[src/rtl/core/acl_pkg.sv]
// Shared types and constants of the assembly source lexer.
// Holds the word layouts, token kinds, error codes and character codes.
// No dependencies.
`default_nettype none

package acl_pkg;

  // Width of the saturating column, space and length counters.
  localparam int CountWidth = 16;
  // Most records that one source byte can give rise to.
  localparam int MaxResults = 3;
  localparam int ResCntWidth = $clog2(MaxResults + 1);
  localparam int ResIdxWidth = $clog2(MaxResults);
  // Depth of the step queue between front and back.
  localparam int QueueDepth = 4;

  // Record kinds.
  localparam logic [3:0] KindPayload = 4'd0;
  localparam logic [3:0] KindWord    = 4'd1;
  localparam logic [3:0] KindString  = 4'd2;
  localparam logic [3:0] KindChar    = 4'd3;
  localparam logic [3:0] KindOper    = 4'd4;
  localparam logic [3:0] KindComma   = 4'd5;
  localparam logic [3:0] KindPunct   = 4'd6;
  localparam logic [3:0] KindBracket = 4'd7;
  localparam logic [3:0] KindEol     = 4'd8;
  localparam logic [3:0] KindEof     = 4'd9;
  localparam logic [3:0] KindError   = 4'd10;

  // Error codes.
  localparam logic [1:0] ErrNone       = 2'd0;
  localparam logic [1:0] ErrEscape     = 2'd1;
  localparam logic [1:0] ErrEscLineEnd = 2'd2;
  localparam logic [1:0] ErrNoClose    = 2'd3;

  // Character codes.
  localparam logic [7:0] CharLf       = 8'd10;
  localparam logic [7:0] CharSpace    = 8'd32;
  localparam logic [7:0] CharComma    = 8'h2c;
  localparam logic [7:0] CharColon    = 8'h3a;
  localparam logic [7:0] CharSemi     = 8'h3b;
  localparam logic [7:0] CharDquote   = 8'h22;
  localparam logic [7:0] CharSquote   = 8'h27;
  localparam logic [7:0] CharBslash   = 8'h5c;
  localparam logic [7:0] CharN        = 8'h6e;
  localparam logic [7:0] CommentReset = 8'd59;

  // Input word: one source byte or the end-of-source mark.
  typedef struct packed {
    logic [7:0] char_code;
    logic       end_of_input;
  } in_item_t;

  // Output word.
  typedef struct packed {
    logic [3:0]  result_kind;
    logic [7:0]  value_byte;
    logic [31:0] line_number;
    logic [15:0] column;
    logic [15:0] space_count;
    logic [15:0] token_length;
    logic [1:0]  error_code;
    logic        last_of_step;
  } out_item_t;

  // One record as the front produces it; the back adds the step marker.
  typedef struct packed {
    logic [3:0]  result_kind;
    logic [7:0]  value_byte;
    logic [31:0] line_number;
    logic [15:0] column;
    logic [15:0] space_count;
    logic [15:0] token_length;
    logic [1:0]  error_code;
  } token_t;

  // All records of one source byte, oldest in entry 0.
  typedef struct packed {
    logic [ResCntWidth-1:0]          count;
    token_t [MaxResults-1:0]         recs;
  } step_t;

endpackage

`default_nettype wire

[src/rtl/core/acl_front.sv]
// Front of the lexer: accepts source bytes, keeps the lexing state and
// gathers the records of each byte into one step word for the queue.
// Depends on acl_pkg.
`default_nettype none

module acl_front import acl_pkg::*; (
  input  logic       clk_i,
  input  logic       rst_ni,
  input  logic       in_valid_i,
  output logic       in_ready_o,
  input  in_item_t   in_item_i,
  input  logic       cfg_we_i,
  input  logic [7:0] cfg_data_i,
  input  logic       q_ready_i,
  output logic       q_push_o,
  output step_t      q_step_o
);

  // Lexer modes.
  localparam logic [3:0] ModeLead     = 4'd0;
  localparam logic [3:0] ModeGap      = 4'd1;
  localparam logic [3:0] ModeWord     = 4'd2;
  localparam logic [3:0] ModeStr      = 4'd3;
  localparam logic [3:0] ModeStrEsc   = 4'd4;
  localparam logic [3:0] ModeChrOpen  = 4'd5;
  localparam logic [3:0] ModeChrEsc   = 4'd6;
  localparam logic [3:0] ModeChrClose = 4'd7;
  localparam logic [3:0] ModeComment  = 4'd8;
  localparam logic [3:0] ModeSkip     = 4'd9;

  typedef logic [CountWidth-1:0] cnt_t;

  function automatic cnt_t sat_inc(input cnt_t v);
    return (v == '1) ? v : v + 1'b1;
  endfunction

  function automatic logic [31:0] line_inc(input logic [31:0] v);
    return (v == '1) ? v : v + 32'd1;
  endfunction

  function automatic logic is_space(input logic [7:0] c);
    return (c == CharSpace) || (c >= 8'd9 && c <= 8'd13);
  endfunction

  function automatic logic is_oper(input logic [7:0] c);
    return c == 8'h2b || c == 8'h2d || c == 8'h2a || c == 8'h2f || c == 8'h25;
  endfunction

  function automatic logic is_bracket(input logic [7:0] c);
    return c == 8'h28 || c == 8'h29 || c == 8'h5b || c == 8'h5d ||
           c == 8'h7b || c == 8'h7d;
  endfunction

  function automatic logic ends_word(input logic [7:0] c);
    return is_space(c) || is_oper(c) || is_bracket(c) || c == CharComma ||
           c == CharSemi || c == CharColon || c == CharDquote || c == CharSquote;
  endfunction

  // Escape decode: bit 8 flags a known escape, the low bits give its value.
  function automatic logic [8:0] esc_decode(input logic [7:0] c);
    logic [8:0] r;
    r = '0;
    if (c == CharBslash || c == CharDquote || c == CharSquote) begin
      r = {1'b1, c};
    end else if (c == CharN) begin
      r = {1'b1, CharLf};
    end
    return r;
  endfunction

  function automatic token_t mk(input logic [3:0] kind, input logic [7:0] val,
                                input logic [31:0] line, input cnt_t col,
                                input cnt_t sp, input cnt_t len,
                                input logic [1:0] err);
    token_t t;
    t.result_kind  = kind;
    t.value_byte   = val;
    t.line_number  = line;
    t.column       = 16'(col);
    t.space_count  = 16'(sp);
    t.token_length = 16'(len);
    t.error_code   = err;
    return t;
  endfunction

  logic [7:0]  cchar_q;
  logic [3:0]  mode_q, mode_d;
  logic [31:0] line_q, line_d;
  cnt_t        col_q, col_d;
  cnt_t        pend_q, pend_d;
  cnt_t        lead_q, lead_d;
  cnt_t        tstart_q, tstart_d;
  cnt_t        tcount_q, tcount_d;
  logic [7:0]  lit_q, lit_d;
  logic        has_q, has_d;
  logic        halted_q, halted_d;

  logic        fire;
  logic [7:0]  b;
  cnt_t        end_col;
  logic [8:0]  esc;

  logic        close_emit, close_err;
  token_t      close_rec;

  cnt_t        gp;
  logic [3:0]  gap_mode;
  cnt_t        gap_pend;
  logic        gap_emit, gap_start, gap_cnt_load;
  cnt_t        gap_cnt;
  token_t      gap_rec;

  logic        use_gap, nl;
  logic [31:0] nl_line;
  logic [ResCntWidth-1:0] n;
  token_t      rec [MaxResults];

  assign fire       = in_valid_i && q_ready_i;
  assign in_ready_o = q_ready_i;
  assign b          = in_item_i.char_code;
  assign end_col    = sat_inc(col_q);
  assign esc        = esc_decode(b);

  // What closing the open token gives when line content ends here.
  always_comb begin
    close_emit = 1'b0;
    close_err  = 1'b0;
    close_rec  = '0;
    unique case (mode_q)
      ModeWord: begin
        close_emit = 1'b1;
        close_rec  = mk(KindWord, 8'd0, line_q, tstart_q, pend_q, tcount_q, ErrNone);
      end
      ModeStr: begin
        close_emit = 1'b1;
        close_rec  = mk(KindString, 8'd0, line_q, tstart_q, pend_q, tcount_q, ErrNone);
      end
      ModeStrEsc: begin
        close_emit = 1'b1;
        close_err  = 1'b1;
        close_rec  = mk(KindError, 8'd0, line_q, end_col, '0, '0, ErrEscape);
      end
      ModeChrEsc: begin
        close_emit = 1'b1;
        close_err  = 1'b1;
        close_rec  = mk(KindError, 8'd0, line_q, end_col, '0, '0, ErrEscLineEnd);
      end
      ModeChrOpen, ModeChrClose: begin
        close_emit = 1'b1;
        close_err  = 1'b1;
        close_rec  = mk(KindError, 8'd0, line_q, end_col, '0, '0, ErrNoClose);
      end
      default: begin
      end
    endcase
  end

  // Classification of a byte that starts something new between tokens.
  // A word just closed by this byte has already taken the pending spaces.
  always_comb begin
    gp           = (mode_q == ModeWord) ? '0 : pend_q;
    gap_mode     = ModeGap;
    gap_pend     = gp;
    gap_emit     = 1'b0;
    gap_start    = 1'b0;
    gap_cnt_load = 1'b0;
    gap_cnt      = '0;
    gap_rec      = '0;
    if (is_space(b)) begin
      gap_pend = sat_inc(gp);
    end else if (b == CharComma) begin
      gap_emit = 1'b1;
      gap_pend = '0;
      gap_rec  = mk(KindComma, b, line_q, end_col, gp, '0, ErrNone);
    end else if (b == CharSemi || b == CharColon) begin
      gap_emit = 1'b1;
      gap_pend = '0;
      gap_rec  = mk(KindPunct, b, line_q, end_col, gp, '0, ErrNone);
    end else if (is_oper(b)) begin
      gap_emit = 1'b1;
      gap_pend = '0;
      gap_rec  = mk(KindOper, b, line_q, end_col, gp, '0, ErrNone);
    end else if (is_bracket(b)) begin
      gap_emit = 1'b1;
      gap_pend = '0;
      gap_rec  = mk(KindBracket, b, line_q, end_col, gp, '0, ErrNone);
    end else if (b == CharDquote) begin
      gap_mode     = ModeStr;
      gap_start    = 1'b1;
      gap_cnt_load = 1'b1;
    end else if (b == CharSquote) begin
      gap_mode  = ModeChrOpen;
      gap_start = 1'b1;
    end else begin
      gap_mode     = ModeWord;
      gap_start    = 1'b1;
      gap_cnt_load = 1'b1;
      gap_cnt      = cnt_t'(1);
      gap_emit     = 1'b1;
      gap_rec      = mk(KindPayload, b, line_q, end_col, '0, '0, ErrNone);
    end
  end

  // Main step: next state and the records of this byte, in order.
  always_comb begin
    mode_d   = mode_q;
    line_d   = line_q;
    col_d    = col_q;
    pend_d   = pend_q;
    lead_d   = lead_q;
    tstart_d = tstart_q;
    tcount_d = tcount_q;
    lit_d    = lit_q;
    has_d    = has_q;
    halted_d = halted_q;
    use_gap  = 1'b0;
    nl       = 1'b0;
    nl_line  = line_q;
    n        = '0;
    for (int i = 0; i < MaxResults; i++) begin
      rec[i] = '0;
    end

    if (!halted_q) begin
      if (in_item_i.end_of_input) begin
        if (has_q) begin
          if (close_emit) begin
            rec[n] = close_rec;
            n      = n + 1'b1;
          end
          if (close_err) begin
            halted_d = 1'b1;
          end else begin
            if (mode_q != ModeSkip) begin
              rec[n] = mk(KindEol, 8'd0, line_q, end_col, lead_q, '0, ErrNone);
              n      = n + 1'b1;
            end
            rec[n]  = mk(KindEof, 8'd0, line_inc(line_q), '0, '0, '0, ErrNone);
            n       = n + 1'b1;
            nl      = 1'b1;
            nl_line = 32'd1;
          end
        end else begin
          rec[n]  = mk(KindEof, 8'd0, line_q, '0, '0, '0, ErrNone);
          n       = n + 1'b1;
          nl      = 1'b1;
          nl_line = 32'd1;
        end
      end else if (b == CharLf) begin
        if (close_emit) begin
          rec[n] = close_rec;
          n      = n + 1'b1;
        end
        if (close_err) begin
          halted_d = 1'b1;
        end else begin
          if (mode_q != ModeSkip) begin
            rec[n] = mk(KindEol, 8'd0, line_q, end_col, lead_q, '0, ErrNone);
            n      = n + 1'b1;
          end
          nl      = 1'b1;
          nl_line = line_inc(line_q);
        end
      end else begin
        has_d = 1'b1;
        if (mode_q == ModeSkip || mode_q == ModeComment) begin
          // Rest of the line is comment.
        end else if (b == cchar_q) begin
          if (mode_q == ModeLead) begin
            mode_d = ModeSkip;
          end else begin
            if (close_emit) begin
              rec[n] = close_rec;
              n      = n + 1'b1;
            end
            if (close_err) begin
              halted_d = 1'b1;
            end else begin
              mode_d = ModeComment;
              pend_d = '0;
            end
          end
        end else begin
          col_d = end_col;
          unique case (mode_q)
            ModeLead: begin
              if (is_space(b)) begin
                lead_d = sat_inc(lead_q);
                pend_d = sat_inc(pend_q);
              end else begin
                use_gap = 1'b1;
              end
            end
            ModeWord: begin
              if (ends_word(b)) begin
                rec[n]  = close_rec;
                n       = n + 1'b1;
                use_gap = 1'b1;
              end else begin
                tcount_d = sat_inc(tcount_q);
                rec[n]   = mk(KindPayload, b, line_q, end_col, '0, '0, ErrNone);
                n        = n + 1'b1;
              end
            end
            ModeStr: begin
              if (b == CharDquote) begin
                rec[n] = close_rec;
                n      = n + 1'b1;
                pend_d = '0;
                mode_d = ModeGap;
              end else if (b == CharBslash) begin
                mode_d = ModeStrEsc;
              end else begin
                tcount_d = sat_inc(tcount_q);
                rec[n]   = mk(KindPayload, b, line_q, end_col, '0, '0, ErrNone);
                n        = n + 1'b1;
              end
            end
            ModeStrEsc: begin
              if (esc[8]) begin
                tcount_d = sat_inc(tcount_q);
                rec[n]   = mk(KindPayload, esc[7:0], line_q, end_col, '0, '0, ErrNone);
                n        = n + 1'b1;
                mode_d   = ModeStr;
              end else begin
                rec[n]   = mk(KindError, 8'd0, line_q, end_col, '0, '0, ErrEscape);
                n        = n + 1'b1;
                halted_d = 1'b1;
              end
            end
            ModeChrOpen: begin
              if (b == CharBslash) begin
                mode_d = ModeChrEsc;
              end else begin
                lit_d  = b;
                mode_d = ModeChrClose;
              end
            end
            ModeChrEsc: begin
              if (esc[8]) begin
                lit_d  = esc[7:0];
                mode_d = ModeChrClose;
              end else begin
                rec[n]   = mk(KindError, 8'd0, line_q, end_col, '0, '0, ErrEscape);
                n        = n + 1'b1;
                halted_d = 1'b1;
              end
            end
            ModeChrClose: begin
              if (b == CharSquote) begin
                rec[n] = mk(KindChar, lit_q, line_q, tstart_q, pend_q, '0, ErrNone);
                n      = n + 1'b1;
                pend_d = '0;
                mode_d = ModeGap;
              end else begin
                rec[n]   = mk(KindError, 8'd0, line_q, end_col, '0, '0, ErrNoClose);
                n        = n + 1'b1;
                halted_d = 1'b1;
              end
            end
            default: begin
              use_gap = 1'b1;
            end
          endcase

          if (use_gap) begin
            mode_d = gap_mode;
            pend_d = gap_pend;
            if (gap_start) begin
              tstart_d = end_col;
            end
            if (gap_cnt_load) begin
              tcount_d = gap_cnt;
            end
            if (gap_emit) begin
              rec[n] = gap_rec;
              n      = n + 1'b1;
            end
          end
        end
      end
    end

    // Start of a new line, or of a new source after its end.
    if (nl) begin
      mode_d   = ModeLead;
      line_d   = nl_line;
      col_d    = '0;
      pend_d   = '0;
      lead_d   = '0;
      tstart_d = '0;
      tcount_d = '0;
      lit_d    = '0;
      has_d    = 1'b0;
    end
  end

  // Step word towards the queue; bytes without records are not queued.
  always_comb begin
    q_push_o       = fire && (n != '0);
    q_step_o.count = n;
    for (int i = 0; i < MaxResults; i++) begin
      q_step_o.recs[i] = rec[i];
    end
  end

  // Comment character register.
  always_ff @(posedge clk_i or negedge rst_ni) begin
    if (!rst_ni) begin
      cchar_q <= CommentReset;
    end else if (cfg_we_i) begin
      cchar_q <= cfg_data_i;
    end
  end

  // Lexer state, advanced on every accepted byte.
  always_ff @(posedge clk_i or negedge rst_ni) begin
    if (!rst_ni) begin
      mode_q   <= ModeLead;
      line_q   <= 32'd1;
      col_q    <= '0;
      pend_q   <= '0;
      lead_q   <= '0;
      tstart_q <= '0;
      tcount_q <= '0;
      lit_q    <= '0;
      has_q    <= 1'b0;
      halted_q <= 1'b0;
    end else if (fire) begin
      mode_q   <= mode_d;
      line_q   <= line_d;
      col_q    <= col_d;
      pend_q   <= pend_d;
      lead_q   <= lead_d;
      tstart_q <= tstart_d;
      tcount_q <= tcount_d;
      lit_q    <= lit_d;
      has_q    <= has_d;
      halted_q <= halted_d;
    end
  end

endmodule

`default_nettype wire

[src/rtl/core/acl_step_queue.sv]
// Short first-in first-out queue of step words between front and back.
// Depends on acl_pkg.
`default_nettype none

module acl_step_queue import acl_pkg::*; (
  input  logic  clk_i,
  input  logic  rst_ni,
  input  logic  push_i,
  input  step_t step_i,
  output logic  ready_o,
  input  logic  pop_i,
  output logic  valid_o,
  output step_t step_o
);

  localparam int PtrWidth = $clog2(QueueDepth);
  localparam int FillWidth = $clog2(QueueDepth + 1);
  localparam logic [PtrWidth-1:0] LastPtr = PtrWidth'(QueueDepth - 1);

  step_t                 store_q [QueueDepth];
  logic [PtrWidth-1:0]   wr_q, rd_q;
  logic [FillWidth-1:0]  fill_q;
  logic                  do_push, do_pop;

  assign ready_o = fill_q != FillWidth'(QueueDepth);
  assign valid_o = fill_q != '0;
  assign step_o  = store_q[rd_q];
  assign do_push = push_i && ready_o;
  assign do_pop  = pop_i && valid_o;

  // Entry storage.
  always_ff @(posedge clk_i) begin
    if (do_push) begin
      store_q[wr_q] <= step_i;
    end
  end

  // Pointers and fill level.
  always_ff @(posedge clk_i or negedge rst_ni) begin
    if (!rst_ni) begin
      wr_q   <= '0;
      rd_q   <= '0;
      fill_q <= '0;
    end else begin
      if (do_push) begin
        wr_q <= (wr_q == LastPtr) ? '0 : wr_q + 1'b1;
      end
      if (do_pop) begin
        rd_q <= (rd_q == LastPtr) ? '0 : rd_q + 1'b1;
      end
      if (do_push && !do_pop) begin
        fill_q <= fill_q + 1'b1;
      end else if (do_pop && !do_push) begin
        fill_q <= fill_q - 1'b1;
      end
    end
  end

endmodule

`default_nettype wire

[src/rtl/core/acl_back.sv]
// Back of the lexer: takes step words from the queue and sends their
// records one per cycle, when not stalled, through the output register, marking the last one.
// Depends on acl_pkg.
`default_nettype none

module acl_back import acl_pkg::*; (
  input  logic      clk_i,
  input  logic      rst_ni,
  input  logic      q_valid_i,
  input  step_t     q_step_i,
  output logic      q_pop_o,
  output logic      out_valid_o,
  input  logic      out_ready_i,
  output out_item_t out_item_o
);

  logic [ResIdxWidth-1:0] idx_q, idx_d;
  logic                   valid_q, valid_d;
  out_item_t              item_q, item_d;
  logic                   load, last;
  token_t                 cur;

  assign load = !valid_q || out_ready_i;
  assign cur  = q_step_i.recs[idx_q];
  assign last = idx_q == ResIdxWidth'(q_step_i.count - 1'b1);

  // Output register refill from the head step.
  always_comb begin
    idx_d   = idx_q;
    valid_d = valid_q;
    item_d  = item_q;
    q_pop_o = 1'b0;
    if (load) begin
      valid_d = q_valid_i;
      if (q_valid_i) begin
        item_d.result_kind  = cur.result_kind;
        item_d.value_byte   = cur.value_byte;
        item_d.line_number  = cur.line_number;
        item_d.column       = cur.column;
        item_d.space_count  = cur.space_count;
        item_d.token_length = cur.token_length;
        item_d.error_code   = cur.error_code;
        item_d.last_of_step = last;
        if (last) begin
          q_pop_o = 1'b1;
          idx_d   = '0;
        end else begin
          idx_d = idx_q + 1'b1;
        end
      end
    end
  end

  always_ff @(posedge clk_i or negedge rst_ni) begin
    if (!rst_ni) begin
      idx_q   <= '0;
      valid_q <= 1'b0;
    end else begin
      idx_q   <= idx_d;
      valid_q <= valid_d;
    end
  end

  always_ff @(posedge clk_i) begin
    item_q <= item_d;
  end

  assign out_valid_o = valid_q;
  assign out_item_o  = item_q;

endmodule

`default_nettype wire

[src/rtl/core/assembly_source_lexer_unit.sv]
// Top level of the assembly source lexer: front, step queue and back.
// Depends on acl_pkg, acl_front, acl_step_queue and acl_back.
//
//   Channel   Direction  Handshake              Word
//   input     in         in_valid_i/in_ready_o  in_item_t (one source byte)
//   output    out        out_valid_o/out_ready_i out_item_t (one record)
//   config    in         cfg_we_i               cfg_data_i (comment byte)
//
// One source byte is accepted per cycle while the step queue has room.
// Each byte yields zero to three records; the back sends one record per
// cycle while out_ready_i is high, so the records of a byte leave one by one.
// The queue holds four steps, so input and output stall independently.
// After reset the comment byte is 59 and the lexer starts on line one.
`default_nettype none

module assembly_source_lexer_unit import acl_pkg::*; (
  input  logic       clk_i,
  input  logic       rst_ni,
  input  logic       in_valid_i,
  output logic       in_ready_o,
  input  in_item_t   in_item_i,
  output logic       out_valid_o,
  input  logic       out_ready_i,
  output out_item_t  out_item_o,
  input  logic       cfg_we_i,
  input  logic [7:0] cfg_data_i
);

  logic  q_ready, q_push, q_valid, q_pop;
  step_t push_step, head_step;

  acl_front u_front (
    .clk_i      (clk_i),
    .rst_ni     (rst_ni),
    .in_valid_i (in_valid_i),
    .in_ready_o (in_ready_o),
    .in_item_i  (in_item_i),
    .cfg_we_i   (cfg_we_i),
    .cfg_data_i (cfg_data_i),
    .q_ready_i  (q_ready),
    .q_push_o   (q_push),
    .q_step_o   (push_step)
  );

  acl_step_queue u_queue (
    .clk_i   (clk_i),
    .rst_ni  (rst_ni),
    .push_i  (q_push),
    .step_i  (push_step),
    .ready_o (q_ready),
    .pop_i   (q_pop),
    .valid_o (q_valid),
    .step_o  (head_step)
  );

  acl_back u_back (
    .clk_i       (clk_i),
    .rst_ni      (rst_ni),
    .q_valid_i   (q_valid),
    .q_step_i    (head_step),
    .q_pop_o     (q_pop),
    .out_valid_o (out_valid_o),
    .out_ready_i (out_ready_i),
    .out_item_o  (out_item_o)
  );

endmodule

`default_nettype wire

[config.mk]
export PLATFORM = sky130hd
export DESIGN_NAME = assembly_source_lexer_unit
export DESIGN_NICKNAME = d
export VERILOG_FILES = /design/src/rtl/core/acl_pkg.sv /design/src/rtl/core/acl_front.sv /design/src/rtl/core/acl_step_queue.sv /design/src/rtl/core/acl_back.sv /design/src/rtl/core/assembly_source_lexer_unit.sv
export SDC_FILE = /design/constraint.sdc
export NUM_CORES = 1
export LEC_CHECK = 0
export BUFFER_PORTS_ARGS = -buffer_cell sky130_fd_sc_hd__buf_2
export CAP_MARGIN = 25
export CORE_MARGIN = 2
export CORE_UTILIZATION = 35
export DETAILED_ROUTE_END_ITERATION = 10
export PLACE_DENSITY = 0.59
export RECOVER_POWER = 100
export SYNTH_ARGS = -nofsm -noshare
export SYNTH_HDL_FRONTEND = slang
export SYNTH_SLANG_ARGS = --single-unit
[constraint.sdc]
create_clock -name clk_i -period 12.8 [get_ports clk_i]
set_input_delay 2.56 -clock clk_i [delete_from_list [all_inputs] [get_ports clk_i]]
set_output_delay 2.56 -clock clk_i [all_outputs]
set_load 0.1 [all_outputs]
Yosys cells after proc, flatten, opt, wreduce, memory -nomap -nowiden
Memory sizes are Yosys's and may differ from the RTL's.
Index checks and enable logic that the tools add are counted.
{ "totals": {"regBits": 239, "ram_bits": 1136, "input_bits": 22, "output_inout_bits": 97, "word_cells": 436, "memories": 1} }
{ "memory_table": {"columns": ["name", "depth", "word_bits", "rd", "rd_ports_with_merged_regs", "wr", "line_no", "rtl"], "rows": [
  ["u_queue.store_q", 4, 284, 1, 0, 1, "acl_step_queue.sv:20", "step_t store_q [QueueDepth];"]
]} }
{ "op_classes": {"add_sub_neg": 16, "magnitude_cmp": 11, "n_eq_ne": 60, "mux": 256, "n_bitwise": 5, "n_reduce_logical": 63} }
{ "op_table": {"columns": ["cell", "n"], "rows": [
  ["282-bit 2-to-1 mux", 14],
  ["94-bit 2-to-1 mux", 31],
  ["282-bit bitwise mux", 4],
  ["16-bit 2-to-1 mux", 63],
  ["94-bit case mux with 5 select lines", 2],
  ["94-bit demux with 2-bit select", 4],
  ["188-bit 2-to-1 mux", 2],
  ["32-bit 2-to-1 mux", 6],
  ["94-bit binary-select mux with 2-bit select", 1],
  ["90-bit 2-to-1 mux", 2],
  ["8-bit by 6-bit == test with 1-bit output, second input constant", 13],
  ["16-bit case mux with 3 select lines", 2],
  ["16-bit by 1-bit adder with 16-bit output, second input constant", 5],
  ["16-bit == test, second input constant", 5],
  ["4-bit 2-to-1 mux", 20],
  ["8-bit 2-to-1 mux", 8],
  ["2-bit 2-to-1 mux", 31],
  ["1-bit 2-to-1 mux", 56],
  ["8-bit by 7-bit == test with 1-bit output, second input constant", 6],
  ["32-bit by 1-bit adder with 32-bit output, second input constant", 1],
  ["32-bit == test, second input constant", 1],
  ["1-bit logical OR", 22],
  ["5-bit by 1-bit inequality test with 1-bit output, second input constant", 4],
  ["4-bit case mux with 5 select lines", 1],
  ["other kinds (51)", 107]
]} }

Longest topological paths before layout
{ "depth": {"word_depth": 32, "ltp_mapped": 16} }

Cells and area by module
Synthesis repeated with hierarchy kept, for this count alone.
{ "unflattened": {"cells_unflattened": 4013, "hier_area_um2": 60855.9} }
{ "modules_own_cells": {"columns": ["mod", "n_inst", "cells_each", "area_per_inst_um2", "seq_area_each_um2"], "rows": [
  ["acl_step_queue", 1, 1521, 41721.3, 34287.9],
  ["acl_front", 1, 2060, 14096.0, 3360.7],
  ["acl_back", 1, 432, 5038.6, 2927.8]
]} }

Worst setup path before layout
No wires, ideal clock.
{ "synth_timing": {"kind": "input to register", "start": "in out_ready_i", "end": "reg u_queue.fill_q[1]", "setup_ns": 0.125, "arrival_ns": 9.215, "required_time_ns": 12.675, "setup_slack_ns": 3.460, "cell_stages": 7, "path_cell_list": "inv_1 -> a21oi_1 -> nand2_1 -> ha_1 -> inv_1 -> fa_1 -> mux2_2"} }
{ "synth_between": {"elab_chain_len": 6} }
{ "synth_lines": {"columns": ["element", "line_no", "rtl"], "rows": [
  ["start, declared", "assembly_source_lexer_unit.sv:23", "input logic out_ready_i,"],
  ["1-bit logical OR *", "acl_back.sv:23", "assign load = !valid_q || out_ready_i;"],
  ["1-bit 2-to-1 mux *", "acl_back.sv:33", "if (load) begin"],
  ["1-bit logical AND *", "acl_step_queue.sv:29", "assign do_pop = pop_i && valid_o;"],
  ["1-bit logical NOT", "acl_step_queue.sv:51", "if (do_push && !do_pop) begin"],
  ["1-bit logical AND", "acl_step_queue.sv:51", null],
  ["3-bit 2-to-1 mux or 2-bit nonzero test (tied branches)", null, null],
  ["end signal, assigned", "acl_step_queue.sv:52", "fill_q <= fill_q + 1'b1;"],
  ["end signal, assigned", "acl_step_queue.sv:54", "fill_q <= fill_q - 1'b1;"],
  ["end, declared", "acl_step_queue.sv:22", "logic [FillWidth-1:0] fill_q;"]
]} }
Every way passes the cells marked *; elsewhere a longest branch is shown, timed or not.
A chain may end at the register's enable or synchronous reset.

==> flow_summary.json <==
{
  "die_h_um": 374,
  "r2r_cells": 12,
  "grt_max_degree": 98,
  "slew_viol_final": 791,
  "drt_iter0_drc": 3081,
  "place.gp.congestion": 0.905,
  "drt-total-wl_mm": 124,
  "maxCapViolations": 21,
  "yosysSeqAreaShare": 0.650,
  "cts.hold.buffers_added": 0,
  "cts_setup_buffers": 0,
  "dp_cells": 5115,
  "grt_antenna_before_repair": 4,
  "cpMaxStageDelayCell": "clkbuf_1",
  "holdPathStages": 1,
  "outcome": "finished with violations",
  "leakagePower_nw": 17.8,
  "via_per_inst": 5.56,
  "diodes": 0,
  "initial_utilization": 0.353,
  "post-route-cell-area_um2": 53700,
  "post-route-period-util": 0.720,
  "cts_made_buffers": 110,
  "crit_top_cell": "clkbuf_1",
  "timing.rr.start": "u_front.mode_q[2]",
  "path_buf_inv": 3,
  "cts_max_path_buffers": 3,
  "final_common_cell": "edfxtp_1",
  "rows": 135,
  "worstPathMaxFanout": 56,
  "remaining_drc_errors": 0,
  "endpoint_kind": "register",
  "worstSkewPairLatency_ns": 0.72,
  "timing.final.crit_period_ns": 9.22,
  "fmax_mhz": 109,
  "grt_pass1_wl_mm": 188,
  "ios": 119,
  "routedWlPerCell_um": 23.3,
  "ant_nets": 0,
  "drive_gt1_frac": 0.148,
  "dieArea_um2": 140000,
  "critPathKind": "input port to register",
  "reg2reg_slack_ns": 5.27,
  "root_buffer": "clkbuf_16",
  "overflow": 0,
  "cts_tree": "done",
  "grt_pass1_vias": 29135,
  "final_util": 0.396,
  "ctsResizeCount": 0,
  "synth_compound_area_frac": 0.0943,
  "synth_top_family_by_area": "multiplexers",
  "finalHoldViolCount": 0,
  "instances_no_fill": 5326,
  "io_buffer_count": 118,
  "dp_hpwl_mm": 78.1,
  "synth_edf_count": 915,
  "mostFrequentLayoutCells": "edfxtp_1 (915), nand2_1 (268), nor2_1 (245), o21ai_0 (239), a21oi_1 (223)",
  "cp_cell_sequence": "clkbuf_1 -> or2_0 -> o21a_1 -> nor2_1 -> a41o_1 -> o21bai_2 -> o21ai_0 -> and2_4 -> clkbuf_1 -> buf_4",
  "syn_to_final_growth_pct": 12.2,
  "synth-xor-area-share": 0.0121,
  "power_density_nw_per_um2": 209,
  "slew_headroom": -1.72,
  "ys_types": 110,
  "cts.clk_slew.worst_paths_ns": 0.06,
  "whs_endpoint": "u_queue.fill_q[2]",
  "synthSimpleGateAreaFrac": 0.0967,
  "finalSetupViolCount": 0,
  "timing.rr.end": "u_queue.store_q[2][155]",
  "violations": "max-capacitance violations, max-slew violations",
  "grt_usage": 0.174,
  "avgSynthCellArea_um2": 14.1,
  "critPathMaxStageDelay_ns": 1.60,
  "final_nets": 3487,
  "ys.flop_type": "edfxtp_1",
  "synth_warnings": 0,
  "min_from": "u_queue.fill_q[2]",
  "htreeDepth": 3,
  "ir_worst_vdd_uv": 174,
  "rsz0062_at_grt": "false",
  "async_reset_ff_frac": 0.136,
  "worstMarginPinSlew_ns": 4.09,
  "worst_ep_required_time_ns": 13.13,
  "dieWidth_um": 374,
  "hold_ws_ns": 0.495,
  "fin_setup_tns_ns": 0,
  "placed_cell_area_um2": 50200,
  "skew_ns": 0.0294,
  "synth_fa_ha_area_frac": 0.00434,
  "cts_sinks": 1059,
  "arrival_ns": 9.54,
  "ys_ff_latch": 1059,
  "drt-pass1-iter-count": 6,
  "path_delay_family": "buffers and inverters",
  "synthMuxAreaShare": 0.118,
  "crit_path_start_kind": "input port",
  "route.vias.total": 29600,
  "core_area_um2": 136000,
  "syn_area_um2": 47800,
  "hp-class": "register to register",
  "synthCells": 3384
}
## metal layers
layer,track usage,vias to the layer above,wire length [µm]
met5,0,-,28
met4,0.0513,4,3510
met3,0.0278,221,7910
met2,0.281,1073,58800
met1,0.243,15035,53900
li1,-,13267,-
## cell type report
| type | instances | area (µm²) |
|---|---|---|
| multi-input cells | 2060 | 15600 |
| clock buffers | 151 | 3090 |
| repair buffers | 184 | 882 |
| clock inverters | 57 | 701 |
| inverters | 34 | 128 |
| well taps | 1781 | 2230 |
| fillers | 12596 | 81900 |
| flip-flops and latches | 1059 | 31100 |
## where the power goes
group | switching [mW] | internal, mW | total [mW]
clock | 1.38 | 1.94 | 3.32
sequential | 0.254 | 4.04 | 4.29
combinational | 2.60 | 1.03 | 3.64
total | 4.24 | 7.01 | 11.2
## flip-flops by register name, indices dropped and copies added, names as in the netlist
name / flops
u_front.pend_q: 16
u_front.has_q: 1
u_front.halted_q: 1
u_front.lead_q: 16
u_front.tstart_q: 16
u_queue.fill_q: 3
u_front.col_q: 16
u_back.idx_q: 2
u_back.out_item_o: 95
u_queue.store_q: 820
u_front.lit_q: 8
u_front.cchar_q: 8
u_front.mode_q: 4
u_back.out_valid_o: 1
u_front.tcount_q: 16
u_queue.wr_q: 2
u_queue.rd_q: 2
u_front.line_q: 32
## worst register-to-register path, delay by kind of cell, from the launching register on
family	cells	cell delay, ns
buffers and inverters	3	2.98
adders and majority gates	1	0.64
DFF	1	0.74
AOI/OAI and AO/OA	4	1.11
and+or+nand+nor	4	1.61
## Yosys cell counts (11+ instances only)
cell      count  area (µm²)
a21o_1       20         150
a21oi_1     222        1110
a22o_1       24         210
a22oi_1      35         263
a31oi_1      18         113
and2_1       60         375
and3_1       33         206
buf_1        35         131
buf_2        22         110
clkbuf_1    163         612
dfrtp_1     138        3450
edfxtp_1    915       27500
ha_1         15         188
inv_1        31         116
mux2_2       17         191
mux2i_1      82         821
mux4_2      205        4620
nand2_1     268        1010
nand2b_1     17         106
nand3_1      79         395
nand4_1      29         181
nor2_1      247         927
nor2b_1      32         200
nor3_1       69         345
nor4_1       16         100
o211ai_1     11        82.6
o21a_1       11        82.6
o21ai_0     231        1160
o31ai_1      20         150
or2_2        13        81.3
or3_1        15        93.8
xnor2_1      25         219
xor2_1       41         359
## per-stage QoR
step | setup slack [ns] | power (mW)
detailed placement | 5.67 | 8.07
global route | 3.10 | 11.7
floorplan | 3.46 | 7.14
CTS | 6.44 | 11.4
finish | 3.58 | 11.2
global placement | 5.67 | 8.06
## logic make-up after synthesis
kind of cell | after synthesis
other | 1
AND/OR/NAND/NOR | 942
XOR/XNOR | 66
adder cells (fa/ha/maj) | 16
flip-flops | 1059
buffers and inverters | 268
AO/OA/AOI/OAI | 726
multiplexers | 306
## worst max-delay path by stage
stage          cells past startpoint  slack [ns]    startpoint                       to
2_1_floorplan                      7        3.46   out_ready_i        u_queue.fill_q[1]
3_3_place_gp                      11        5.67  in_item_i[1]   u_queue.store_q[1][65]
3_5_place_dp                      11        5.67  in_item_i[1]  u_queue.store_q[1][159]
4_1_cts                           11        6.44  in_item_i[1]  u_queue.store_q[1][159]
5_1_grt                            9        3.10  in_item_i[0]  u_queue.store_q[2][155]
6_report                          10        3.58  in_item_i[0]  u_queue.store_q[2][155]
(Power assumes the default switching activity.)
